## src/rtl/multi_port_spi_master_sequencer_macros.svh

```systemverilog
// Assertion macros shared by the sequencer RTL.
`ifndef MULTI_PORT_SPI_MASTER_SEQUENCER_MACROS_SVH
`define MULTI_PORT_SPI_MASTER_SEQUENCER_MACROS_SVH

`ifndef ASSERT_OFF
// Property holds at every clock edge outside reset.
`define SPI_ASSERT(lbl, clk, rst_n, prop, msg) \
  lbl: assert property (@(posedge clk) disable iff (!rst_n) (prop)) else $error(msg);
// When the antecedent holds, the consequent must hold in the following cycle.
`define SPI_ASSERT_NEXT(lbl, clk, rst_n, ante, cons, msg) \
  lbl: assert property (@(posedge clk) disable iff (!rst_n) (ante) |=> (cons)) else $error(msg);
`else
`define SPI_ASSERT(lbl, clk, rst_n, prop, msg)
`define SPI_ASSERT_NEXT(lbl, clk, rst_n, ante, cons, msg)
`endif

`endif

```

## src/rtl/mpspi_pkg.sv

```systemverilog
package mpspi_pkg;

  // Width of the transmit word field.
  localparam int unsigned TX_W = 32;
  // Number of command bits shifted out before an fpga read samples.
  localparam int unsigned READ_CMD_BITS = 8;
  // Number of pin levels held by the sequencer.
  localparam int unsigned PIN_W = 11;

  // Clocks low, latch enables high, data low.
  localparam logic [PIN_W-1:0] PIN_RESET = 11'b010_0100_0110;

  typedef enum logic [1:0] {
    REQ_TICK  = 2'd0,
    REQ_WRITE = 2'd1,
    REQ_READ  = 2'd2,
    REQ_NONE  = 2'd3
  } req_e;

  typedef enum logic [1:0] {
    PORT_CTRL  = 2'd0,
    PORT_CONV  = 2'd1,
    PORT_FPGA1 = 2'd2,
    PORT_FPGA2 = 2'd3
  } port_e;

  typedef enum logic [3:0] {
    PH_IDLE   = 4'd0,
    PH_OPEN   = 4'd1,
    PH_PRE1   = 4'd2,
    PH_PRE2   = 4'd3,
    PH_PRE3   = 4'd4,
    PH_PRE4   = 4'd5,
    PH_SETUP  = 4'd6,
    PH_HIGH   = 4'd7,
    PH_LOW    = 4'd8,
    PH_SAMPLE = 4'd9,
    PH_SLOW   = 4'd10,
    PH_CLOSE  = 4'd11,
    PH_TAIL1  = 4'd12,
    PH_TAIL2  = 4'd13,
    PH_TAIL3  = 4'd14,
    PH_TAIL4  = 4'd15
  } phase_e;

  typedef logic [3:0] pin_pos_t;

  // Position of each line set's clock within the pin vector.
  function automatic pin_pos_t clk_pos(input port_e p);
    pin_pos_t r;
    unique case (p)
      PORT_CTRL:  r = 4'd10;
      PORT_CONV:  r = 4'd7;
      PORT_FPGA1: r = 4'd4;
      PORT_FPGA2: r = 4'd3;
      default:    r = 4'd10;
    endcase
    return r;
  endfunction

  function automatic pin_pos_t le_pos(input port_e p);
    pin_pos_t r;
    unique case (p)
      PORT_CTRL:  r = 4'd9;
      PORT_CONV:  r = 4'd6;
      PORT_FPGA1: r = 4'd2;
      PORT_FPGA2: r = 4'd1;
      default:    r = 4'd9;
    endcase
    return r;
  endfunction

  // Both fpga line sets share one data line.
  function automatic pin_pos_t dat_pos(input port_e p);
    pin_pos_t r;
    unique case (p)
      PORT_CTRL:  r = 4'd8;
      PORT_CONV:  r = 4'd5;
      PORT_FPGA1: r = 4'd0;
      PORT_FPGA2: r = 4'd0;
      default:    r = 4'd8;
    endcase
    return r;
  endfunction

endpackage

```

## src/rtl/multi_port_spi_master_sequencer.sv

```systemverilog
// Pin sequencer for four serial line sets (control, converter and two fpga line
// sets), each with clock, latch enable and data. Every input item is either a
// time tick or a start request; the block returns exactly one result item per
// input item, carrying the pin levels after that item plus busy, done, error
// and the received byte. A start shows its first pin group on the start item
// itself; after each group the sequencer waits delay_ticks tick items (zero
// acts as one) before the next group is applied, and the tick that ends the
// last delay reports done with busy low. Data goes out MSB first. The control
// port changes data with its clock low and raises the clock to latch; the
// converter port idles its clock high and latches on the falling edge; the
// fpga line sets frame the data with two dummy clock pulses before and after
// it and leave latch enable low at the end. An fpga read shifts out the top
// eight command bits and then samples miso_level on the ticks that apply a
// sampling group; the low eight sampled bits come back with done. A length
// above MAX_BITS, a read on the control or converter port, or any start while
// busy is rejected with error set and nothing else changes. Rate: one item is
// taken every clock. The whole sequencer step for an item is one pass of
// combinational logic from the state registers into the next state and the
// result register, so each result appears in the cycle after its item is
// accepted; the result register stalls only when the downstream side holds
// ready low, and an item is still taken in that cycle if the waiting result
// leaves. The delay register is written by delay_ticks_we_i and should only
// change while the block is idle.

`include "multi_port_spi_master_sequencer_macros.svh"

module multi_port_spi_master_sequencer
  import mpspi_pkg::*;
#(
  parameter int unsigned MAX_BITS = 32
) (
  input  logic        clk_i,
  input  logic        rst_ni,
  // Configuration write port for delay_ticks.
  input  logic        delay_ticks_we_i,
  input  logic [7:0]  delay_ticks_i,
  // Input item channel.
  input  logic        in_valid_i,
  output logic        in_ready_o,
  input  logic [1:0]  req_type_i,
  input  logic [1:0]  port_i,
  input  logic [31:0] tx_word_i,
  input  logic [7:0]  bit_count_i,
  input  logic        miso_level_i,
  // Result item channel.
  output logic        out_valid_o,
  input  logic        out_ready_i,
  output logic [2:0]  ctrl_pins_o,
  output logic [2:0]  conv_pins_o,
  output logic [4:0]  fpga_pins_o,
  output logic        busy_res_o,
  output logic        done_res_o,
  output logic        error_o,
  output logic [7:0]  read_byte_o
);

  // Bit counters must hold the full length itself.
  localparam int unsigned LenW = $clog2(MAX_BITS + 1);
  // Bit position width; wide enough to compare against the word width.
  localparam int unsigned PosW = (LenW > 6) ? LenW : 6;

  // Sequencer state.
  logic [7:0]       delay_ticks_q;
  phase_e           phase_q, phase_d;
  logic [LenW-1:0]  bit_index_q, bit_index_d;
  logic [7:0]       delay_count_q, delay_count_d;
  logic [TX_W-1:0]  shift_word_q, shift_word_d;
  logic [7:0]       receive_byte_q, receive_byte_d;
  port_e            active_port_q, active_port_d;
  logic             is_read_q, is_read_d;
  logic [LenW-1:0]  length_held_q, length_held_d;
  logic [PIN_W-1:0] pin_levels_q, pin_levels_d;

  // Result register.
  logic             out_valid_q;
  logic [PIN_W-1:0] out_pins_q;
  logic             out_busy_q, out_done_q, out_err_q;
  logic [7:0]       out_rb_q;

  logic             in_accept;
  logic             done_c, err_c, grp_en;
  logic [7:0]       rb_c;
  logic [7:0]       delay_units;
  phase_e           np;
  logic [LenW-1:0]  nbi, bi_inc;
  logic             fpga_q;

  // Group application helpers.
  logic             fpga_d, idle_lvl, tx_bit;
  logic [PosW-1:0]  tx_pos;
  pin_pos_t         pc, pl, pd;

  assign in_ready_o = !out_valid_q || out_ready_i;
  assign in_accept  = in_valid_i && in_ready_o;

  assign delay_units = (delay_ticks_q == 8'd0) ? 8'd1 : delay_ticks_q;
  assign fpga_q      = active_port_q[1];
  assign bi_inc      = bit_index_q + LenW'(1);

  // Next phase after a delay expires; some steps also advance the bit index.
  always_comb begin
    np  = PH_IDLE;
    nbi = bit_index_q;
    unique case (phase_q)
      PH_OPEN: begin
        if (fpga_q) begin
          np = PH_PRE1;
        end else begin
          np = (length_held_q != '0) ? PH_SETUP : PH_CLOSE;
        end
      end
      PH_PRE1: np = PH_PRE2;
      PH_PRE2: np = PH_PRE3;
      PH_PRE3: np = PH_PRE4;
      PH_PRE4: np = (length_held_q != '0) ? PH_SETUP : PH_CLOSE;
      PH_SETUP: np = PH_HIGH;
      PH_HIGH: begin
        if (fpga_q && is_read_q) begin
          np = PH_LOW;
        end else begin
          nbi = bi_inc;
          np  = (bi_inc < length_held_q) ? PH_SETUP : PH_CLOSE;
        end
      end
      PH_LOW: begin
        nbi = bi_inc;
        if (bi_inc >= length_held_q) begin
          np = PH_CLOSE;
        end else if (bi_inc < LenW'(READ_CMD_BITS)) begin
          np = PH_SETUP;
        end else begin
          np = PH_SAMPLE;
        end
      end
      PH_SAMPLE: np = PH_SLOW;
      PH_SLOW: begin
        nbi = bi_inc;
        np  = (bi_inc < length_held_q) ? PH_SAMPLE : PH_CLOSE;
      end
      PH_CLOSE: np = fpga_q ? PH_TAIL1 : PH_IDLE;
      PH_TAIL1: np = PH_TAIL2;
      PH_TAIL2: np = PH_TAIL3;
      PH_TAIL3: np = PH_TAIL4;
      default:  np = PH_IDLE;
    endcase
  end

  // One sequencer step per accepted item, then the pin group of the new phase.
  always_comb begin
    phase_d        = phase_q;
    bit_index_d    = bit_index_q;
    delay_count_d  = delay_count_q;
    shift_word_d   = shift_word_q;
    receive_byte_d = receive_byte_q;
    active_port_d  = active_port_q;
    is_read_d      = is_read_q;
    length_held_d  = length_held_q;
    pin_levels_d   = pin_levels_q;
    done_c         = 1'b0;
    err_c          = 1'b0;
    rb_c           = 8'd0;
    grp_en         = 1'b0;

    if (in_accept) begin
      unique case (req_e'(req_type_i))
        REQ_TICK: begin
          if (phase_q != PH_IDLE) begin
            if (delay_count_q > 8'd1) begin
              delay_count_d = delay_count_q - 8'd1;
            end else begin
              phase_d     = np;
              bit_index_d = nbi;
              if (np == PH_IDLE) begin
                done_c        = 1'b1;
                rb_c          = is_read_q ? receive_byte_q : 8'd0;
                delay_count_d = 8'd0;
              end else begin
                grp_en        = 1'b1;
                delay_count_d = delay_units;
              end
            end
          end
        end
        REQ_WRITE, REQ_READ: begin
          if ((phase_q != PH_IDLE) || ({1'b0, bit_count_i} > 9'(MAX_BITS)) ||
              ((req_e'(req_type_i) == REQ_READ) && !port_i[1])) begin
            err_c = 1'b1;
          end else begin
            active_port_d  = port_e'(port_i);
            is_read_d      = (req_e'(req_type_i) == REQ_READ);
            length_held_d  = LenW'(bit_count_i);
            shift_word_d   = tx_word_i;
            bit_index_d    = '0;
            receive_byte_d = 8'd0;
            phase_d        = PH_OPEN;
            grp_en         = 1'b1;
            delay_count_d  = delay_units;
          end
        end
        default: begin
        end
      endcase
    end

    // Pin group for the phase just entered, using the updated state.
    fpga_d   = active_port_d[1];
    idle_lvl = (active_port_d == PORT_CONV);
    pc       = clk_pos(active_port_d);
    pl       = le_pos(active_port_d);
    pd       = dat_pos(active_port_d);
    tx_pos   = PosW'(length_held_d) - PosW'(bit_index_d) - PosW'(1);
    tx_bit   = (tx_pos < PosW'(TX_W)) ? shift_word_d[tx_pos[4:0]] : 1'b0;

    if (grp_en) begin
      unique case (phase_d)
        PH_OPEN: pin_levels_d[pl] = 1'b1;
        PH_PRE1, PH_PRE3, PH_TAIL1, PH_TAIL3: pin_levels_d[pc] = 1'b1;
        PH_PRE2, PH_PRE4, PH_TAIL2, PH_TAIL4: pin_levels_d[pc] = 1'b0;
        PH_SETUP: begin
          pin_levels_d[pd] = tx_bit;
          if (bit_index_d == '0) begin
            pin_levels_d[pl] = 1'b0;
          end
          priority if (!fpga_d) begin
            pin_levels_d[pc] = idle_lvl;
          end else if (is_read_d) begin
            pin_levels_d[pc] = 1'b0;
          end else if (bit_index_d != '0) begin
            pin_levels_d[pc] = 1'b1;
          end else begin
          end
        end
        PH_HIGH: pin_levels_d[pc] = fpga_d ? is_read_d : !idle_lvl;
        PH_LOW, PH_SLOW: pin_levels_d[pc] = 1'b0;
        PH_SAMPLE: begin
          receive_byte_d   = {receive_byte_d[6:0], miso_level_i};
          pin_levels_d[pc] = 1'b1;
        end
        PH_CLOSE: begin
          priority if (!fpga_d) begin
            pin_levels_d[pc] = idle_lvl;
            pin_levels_d[pl] = 1'b1;
          end else if (length_held_d == '0) begin
            pin_levels_d[pl] = 1'b0;
          end else if (!is_read_d) begin
            pin_levels_d[pc] = 1'b1;
          end else begin
          end
        end
        default: begin
        end
      endcase
    end
  end

  always_ff @(posedge clk_i or negedge rst_ni) begin
    if (!rst_ni) begin
      delay_ticks_q  <= 8'd1;
      phase_q        <= PH_IDLE;
      bit_index_q    <= '0;
      delay_count_q  <= 8'd0;
      shift_word_q   <= '0;
      receive_byte_q <= 8'd0;
      active_port_q  <= PORT_CTRL;
      is_read_q      <= 1'b0;
      length_held_q  <= '0;
      pin_levels_q   <= PIN_RESET;
      out_valid_q    <= 1'b0;
    end else begin
      if (delay_ticks_we_i) begin
        delay_ticks_q <= delay_ticks_i;
      end
      phase_q        <= phase_d;
      bit_index_q    <= bit_index_d;
      delay_count_q  <= delay_count_d;
      shift_word_q   <= shift_word_d;
      receive_byte_q <= receive_byte_d;
      active_port_q  <= active_port_d;
      is_read_q      <= is_read_d;
      length_held_q  <= length_held_d;
      pin_levels_q   <= pin_levels_d;
      if (in_accept) begin
        out_valid_q <= 1'b1;
      end else if (out_ready_i) begin
        out_valid_q <= 1'b0;
      end
    end
  end

  // Result payload; loaded only when an item is accepted.
  always_ff @(posedge clk_i) begin
    if (in_accept) begin
      out_pins_q <= pin_levels_d;
      out_busy_q <= (phase_d != PH_IDLE);
      out_done_q <= done_c;
      out_err_q  <= err_c;
      out_rb_q   <= rb_c;
    end
  end

  assign out_valid_o = out_valid_q;
  assign ctrl_pins_o = out_pins_q[10:8];
  assign conv_pins_o = out_pins_q[7:5];
  assign fpga_pins_o = out_pins_q[4:0];
  assign busy_res_o  = out_busy_q;
  assign done_res_o  = out_done_q;
  assign error_o     = out_err_q;
  assign read_byte_o = out_rb_q;

  // A running transfer always has a delay pending.
  `SPI_ASSERT(a_delay_loaded, clk_i, rst_ni, (phase_q == PH_IDLE) || (delay_count_q != 8'd0), "busy with no delay pending")
  // The bit index never runs past the held length.
  `SPI_ASSERT(a_index_bound, clk_i, rst_ni, bit_index_q <= length_held_q, "bit index beyond length")
  // A finished transfer reports not busy, and a rejected start never finishes one.
  `SPI_ASSERT(a_done_idle, clk_i, rst_ni, !(out_valid_q && out_done_q) || (!out_busy_q && !out_err_q), "done while busy or in error")
  // A received byte appears only with done.
  `SPI_ASSERT(a_byte_with_done, clk_i, rst_ni, !(out_valid_q && !out_done_q) || (out_rb_q == 8'd0), "read byte without done")

endmodule

```

## config.mk

```make
export PLATFORM = sky130hd
export DESIGN_NAME = multi_port_spi_master_sequencer
export DESIGN_NICKNAME = d
export VERILOG_FILES = /design/src/rtl/mpspi_pkg.sv /design/src/rtl/multi_port_spi_master_sequencer.sv
export VERILOG_INCLUDE_DIRS = /design/src /design/src/rtl
export SDC_FILE = /design/constraint.sdc
export NUM_CORES = 1
export LEC_CHECK = 0
export CAP_MARGIN = 20
export CORE_ASPECT_RATIO = 1.1
export CORE_MARGIN = 10
export CORE_UTILIZATION = 59
export DETAILED_ROUTE_END_ITERATION = 16
export DONT_BUFFER_PORTS = 1
export PLACE_DENSITY = 0.78
export SLEW_MARGIN = 5
export SYNTH_ARGS = -nofsm -noshare
export SYNTH_HDL_FRONTEND = slang
export SYNTH_SLANG_ARGS = --single-unit
```

## constraint.sdc

```tcl
create_clock -name clk_i -period 4.6 [get_ports clk_i]
set_clock_uncertainty 0.1 [all_clocks]
set_input_delay 0.92 -clock clk_i [delete_from_list [all_inputs] [get_ports clk_i]]
set_output_delay 0.92 -clock clk_i [all_outputs]
set_load 0.02 [all_outputs]
```

Word-level counts from Yosys, hierarchy flattened
Cells that the tools add are included.
Storage, ports and cells
  output and inout port bits: 24
  input bits: 58
  bits in registers: 109
  word-level logic and storage cells: 197
Cells by class
  magnitude comparators: 13
  eq/ne operators: 36
  bitwise gates (word level): 14
  add/subtract/negate cells: 4
  reduce and logical (&&, ||, !) cells: 32
  mux-type cells: 82
Operator list (number)
  $mux W11: 10
  $mux W32: 3
  $mux W8: 10
  $pmux W11 S6: 1
  $eq A4 B4 Y1 const B: 15
  $pmux W4 S14: 1
  $mux W6: 8
  $and A11 B11 Y11: 4
  $bwmux W11: 4
  $mux W4: 11
  $or A11 B11 Y11: 4
  $eq A4 B3 Y1 const B: 8
  $pmux W4 S4: 2
  $pmux W6 S2: 2
  $not A11 Y11: 2
  $mux W1: 18
  $eq A4 B2 Y1 const B: 4
  $pmux W8 S2: 1
  $lt A4 B5 Y1 const B: 3
  $demux W1 S4: 3
  $ge A4 B1 Y1 const B: 3
  $logic_not A6 Y1: 2
  $pmux W4 S3: 1
  $reduce_bool A6 Y1: 2
  33 further kinds: 59

Logic depth before layout (Yosys ltp)
  depth in word-level cells: 24
  gate-level depth with buffers: 23
  mapped depth without buffers: 20

Worst setup path after synthesis
Ideal clock, no wire load.
  path kind: input-to-reg
  start: input bit_count_i[4]
  end: register out_pins_q[8], data pin
  path buffers: 5
  setup time: 269 ps
  data required time: 4231 ps
  arrival time: 5249 ps
  stages on the path: 21
  slack: -1019 ps
  cell sequence: or4_1 -> o21ai_2 -> and3_1 -> clkbuf_1 -> clkbuf_1 -> clkbuf_1 -> nand2_1 -> nand2_1 -> ha_1 -> fa_1 -> clkbuf_1 -> inv_1 -> clkbuf_1 -> mux4_2 -> nand3_1 -> nand3_1 -> nand3_1 -> and4b_1 -> o21a_1 -> a2111oi_2 -> a21oi_1
On the way
  elaborated cells on any way between the ends: 100
  classes of those cells: 2 x add/sub; 8 x order compare; 18 x eq/ne; 49 x mux; 10 x bitwise; 13 x reduce/logical
RTL lines
  start: declaration: RTL line multi_port_spi_master_sequencer.sv:43  | input logic [7:0] bit_count_i,
  $gt A8 B6 Y1 (*): RTL line multi_port_spi_master_sequencer.sv:185  | if ((phase_q != PH_IDLE) || ({1'b0, bit_count_i} > 9'(MAX_BITS)) ||
  $logic_or A1 B1 Y1 (*) (2 in series): RTL line multi_port_spi_master_sequencer.sv:185
  $mux W6 (*): RTL line multi_port_spi_master_sequencer.sv:185
  $mux W6 (*): RTL line multi_port_spi_master_sequencer.sv:165  | unique case (req_e'(req_type_i))
  $mux W6 (*): RTL line multi_port_spi_master_sequencer.sv:164  | if (in_accept) begin
  via length_held_d[0]: RTL line multi_port_spi_master_sequencer.sv:71  | logic [LenW-1:0] length_held_q, length_held_d;
  $sub A6 B6 Y6: RTL line multi_port_spi_master_sequencer.sv:211  | tx_pos = PosW'(length_held_d) - PosW'(bit_index_d) - PosW'(1);
  $sub A6 B1 Y6: RTL line multi_port_spi_master_sequencer.sv:211
  [... 7 more ...]
  $mux W11: RTL line multi_port_spi_master_sequencer.sv:214  | if (grp_en) begin
  $or A11 B11 Y11 (no source line)
  $mux W11: RTL line multi_port_spi_master_sequencer.sv:228  | end else if (bit_index_d != '0) begin
  $mux W11: RTL line multi_port_spi_master_sequencer.sv:226  | end else if (is_read_d) begin
  $mux W11: RTL line multi_port_spi_master_sequencer.sv:224  | priority if (!fpga_d) begin
  $pmux W11 S6 (*): RTL line multi_port_spi_master_sequencer.sv:215  | unique case (phase_d)
  $mux W11 (*): RTL line multi_port_spi_master_sequencer.sv:214
  via pin_levels_d[8]: RTL line multi_port_spi_master_sequencer.sv:72  | logic [PIN_W-1:0] pin_levels_q, pin_levels_d;
  end signal: assignment: RTL line multi_port_spi_master_sequencer.sv:293  | out_pins_q <= pin_levels_d;
  end: declaration: RTL line multi_port_spi_master_sequencer.sv:76  | logic [PIN_W-1:0] out_pins_q;
The timed path passes the listed nets; every way through them passes the cells marked *. The select of a mux whose other input is x is not followed.
A chain may end at the register's enable or synchronous reset.

Worst setup path in the final report
  start: input req_type_i[0]
  end: register out_pins_q[0], data pin
On the way
  word-level cells in the longest chain between the ends: 24
  elaborated cells on any way between the ends: 103
  classes of those cells: 2 x add/sub; 7 x order compare; 20 x eq/ne; 49 x mux; 10 x bitwise; 15 x reduce/logical
Ends and longest elaborated chain
  start: declaration: RTL line multi_port_spi_master_sequencer.sv:40  | input logic [1:0] req_type_i,
  parallel branches: the longest is 23 deep, another holds $sub A6 B6 Y6
  $mux W11 (*): RTL line multi_port_spi_master_sequencer.sv:214
  via pin_levels_d[0]: RTL line multi_port_spi_master_sequencer.sv:72
Mark *: on every way through the listed nets, which the timed path passes. The select of a mux whose other input is x is not followed.

==> results.yml <==
cells_and_area:
  layout_commonest_cell: "buf_4"
  antenna-diode-count: 0
  final_cell_mix: "buf_4 (152), nand2_1 (102), nor2_1 (87), dfrtp_1 (81), a21oi_1 (49)"
  nNetsFinal: 1071
  syn2layout_area_growth_pct: 24.58
  drive_gt1_share_pct: 28.13
  instances_no_fill: 1149
  fin_area_mm2: 0.009355
routing:
  postRouteAntennaNets: 0
  dr.pass1.iters: 8
  wl_met2_mm: 11.97
  met1_length_mm: 9.644
  routed_wl_mm: 24.87
  routed.top_layer: "met4"
  drtIter0Drc: 796
  via_per_inst: 6.599
  wl_per_cell_um: 21.64
  route.detailed.drc: 0
  met3_length_mm: 2.351
  vias: 7582
clocking:
  clkTransAtPathRegs_ns: 0.07
  root_buffer: "clkbuf_16"
  cts_buffers: 9
  cts.sinks: 109
  hold_buffers: 0
  cts_max_path_buffers: 2
  insertion_delay_ns: 0.36
  cts_tree: "built"
  h-tree-depth: 3
timing:
  fin_setup_tns_ns: -0.1914
  holdWs_ns: 0.1548
  setup_ws_ns: -0.08026
  fmax_ghz: 0.2137
  setup_violations: 4
  relSlewSlack_pct: 56.76
  layout_min_cycle_time_ns: 4.680
  slew_viol_final: 0
  max_slew.worst_pin.slew_ns: 0.6402
  rsz0062_at_grt: "true"
  period_share_pct: 101.7
  final-hold-violation-count: 0
floorplanning:
  die_h_um: 138.3
  rows: 43
  die-width_um: 127.6
  initial_core_util_pct: 59.91
  core_area_mm2: 0.01254
  dieArea_mm2: 0.01765
  io-pin-count: 82
setup_path:
  cp.arrival_ns: 4.69
  cp_data_required_time_ns: 4.61
  critical_path_class: "in -> reg"
  cp_max_fo: 6
  endpoint_kind: "register"
  start_kind: "input pin"
outcome:
  run_status: "finished with violations"
  violations: "negative setup slack"
job:
  drv_cap: 0
place:
  dp_hpwl_mm: 18.45
  dp.cells: 1116
  gp_congestion: 0.9472
  place_area_mm2: 0.008625
  port_buffers: 0
synthesis:
  syn_area_per_cell_um2: 8.662
  async_flop_share_pct: 79.82
  synth_flop_cell: "dfrtp_1"
  syn_nets: 951
  yosysSeqAreaShare_pct: 37.87
  yosysWarnings: 0
  synthDistinctLibCells: 82
  synth_cells: 867
  synth_area_mm2: 0.007510
  synth_edf_count: 22
  yosys.area.top_type_share_pct: 27.32
  synth_top_area_cell: "dfrtp_1"
  yosys-top-cells-area: "dfrtp_1 (27%), edfxtp_1 (8.8%), nand2_1 (5.2%)"
  ys_ff_latch: 109
grt:
  grt_pass1_wl_mm: 38.89
  antenna_found_initial: 0
  grt_overflow: 0
  grt_max_degree: 88
  grt_pass1_vias: 7427
  grt_util_all_layers_pct: 27.02
pwr:
  power.leakage_uw: 0.004145
  power.total_uw: 4147
  powerDensity_mw_per_mm2: 443.3
  vdd_ir_drop_max_uv: 366.3
worst_hold_path:
  holdCritPathClass: "in -> async"
==> flip-flops by register name, indices dropped and copies added (netlist names), 2 cells and up <==
| register | count |
|---|---|
| delay_count_q | 8 |
| out_pins_q | 11 |
| length_held_q | 6 |
| read_byte_o | 8 |
| delay_ticks_q | 8 |
| bit_index_q | 6 |
| shift_word_q | 32 |
| active_port_q | 2 |
| receive_byte_q | 8 |
| pin_levels_q | 11 |
| phase_q | 4 |
==> cell usage after synthesis (all sizes together), types with 6 or more instances <==
master / instances
nand2: 104
nor2: 90
dfrtp: 82
o21ai: 58
a21oi: 53
clkbuf: 32
inv: 32
mux2: 30
ha: 25
nand3: 25
nor3: 24
edfxtp: 22
buf: 19
and3: 18
mux2i: 18
nand2b: 15
a211oi: 14
nor2b: 14
a31oi: 11
o22ai: 11
or3: 11
and2: 9
a21o: 8
o211ai: 7
a32oi: 6
nor4: 6
o2111ai: 6
o221ai: 6
o31a: 6
or4: 6
==> report_power, final <==
part	internal (µW)	switching (µW)	total [µW]
Clock	385	360	746
Sequential	1160	130	1290
Combinational	981	1130	2110
==> layer usage <==
| metal | global-route usage, % | vias up |
|---|---|---|
| met2 | 43.82 | 421 |
| met3 | 6.654 | 82 |
| met5 | 0 | - |
| li1 | - | 3433 |
| met4 | 11.92 | 0 |
| met1 | 33.20 | 3646 |
==> cell families (layout without fill, tap and decap cells) <==
family | after synthesis | count (layout) | synth area share, %
AND/OR/NAND/NOR | 345 | 345 | 22.46
adder cells (fa/ha/maj) | 26 | 26 | 4.432
XOR/XNOR | 10 | 10 | 1.166
AO/OA/AOI/OAI | 241 | 241 | 21.78
flip-flops | 109 | 109 | 37.87
multiplexers | 50 | 50 | 7.547
buffers and inverters | 86 | 211 | 4.749
==> what timing repair did <==
action,CTS,global route
endpoints found under the setup margin,5,27
gates resized for setup,21,51
pin swaps,10,25
setup buffers,6,10
==> final timing paths <==
check                                             start  cells past startpoint  slack [ns]                            to
setup / recovery                          req_type_i[0]                     21       -0.08       out_pins_q[0]$_DFFE_PP_
hold / removal                                   rst_ni                      0        0.15  delay_ticks_q[5]$_DFFE_PN0P_
setup reg to reg           delay_count_q[4]$_DFFE_PN0P_                     20       -0.06       out_pins_q[8]$_DFFE_PP_
hold reg to reg              shift_word_q[30]$_DFF_PN0_                      2        0.38    shift_word_q[30]$_DFF_PN0_
max in group asynchronous                        rst_ni                      0        4.01     pin_levels_q[6]$_DFF_PN1_
min in group clk_i           shift_word_q[30]$_DFF_PN0_                      2        0.38    shift_word_q[30]$_DFF_PN0_
==> area by class of cell <==
| cell class | count | area, µm² |
|---|---|---|
| Clock buffer | 10 | 239.0 |
| Clock inverter | 6 | 43.79 |
| Fill cell | 911 | 3181 |
| Inverter | 35 | 132.6 |
| Multi-Input combinational cell | 672 | 4654 |
| Sequential cell | 109 | 2845 |
| Tap cell | 157 | 196.4 |
| Timing Repair Buffer | 160 | 1244 |
==> metrics by stage <==
stage | utilization, % | setup WS, ns
floorplan | - | -0.4104
global placement | 68.80 | -0.4446
detailed placement | 68.80 | -0.6698
CTS | 72.07 | -0.02939
global route | 74.63 | -0.2328
finish | 74.63 | -0.08026
==> critical path, stage by stage <==
cell	delay, ns
ha_1	0.19
nand2b_1	0.20
nand2b_1	0.22
nor3_4	0.23
buf_6	0.14
a22o_4	0.13
nor2_4	0.04
ha_4	0.16
fa_2	0.69
inv_2	0.08
buf_6	0.14
buf_4	0.15
buf_4	0.13
o31a_1	0.28
a21oi_1	0.11
o21ai_1	0.07
and4b_2	0.25
buf_4	0.15
o21ai_2	0.13
nand3_1	0.07
a22o_1	0.20
Power figures use the tool's default switching activity.
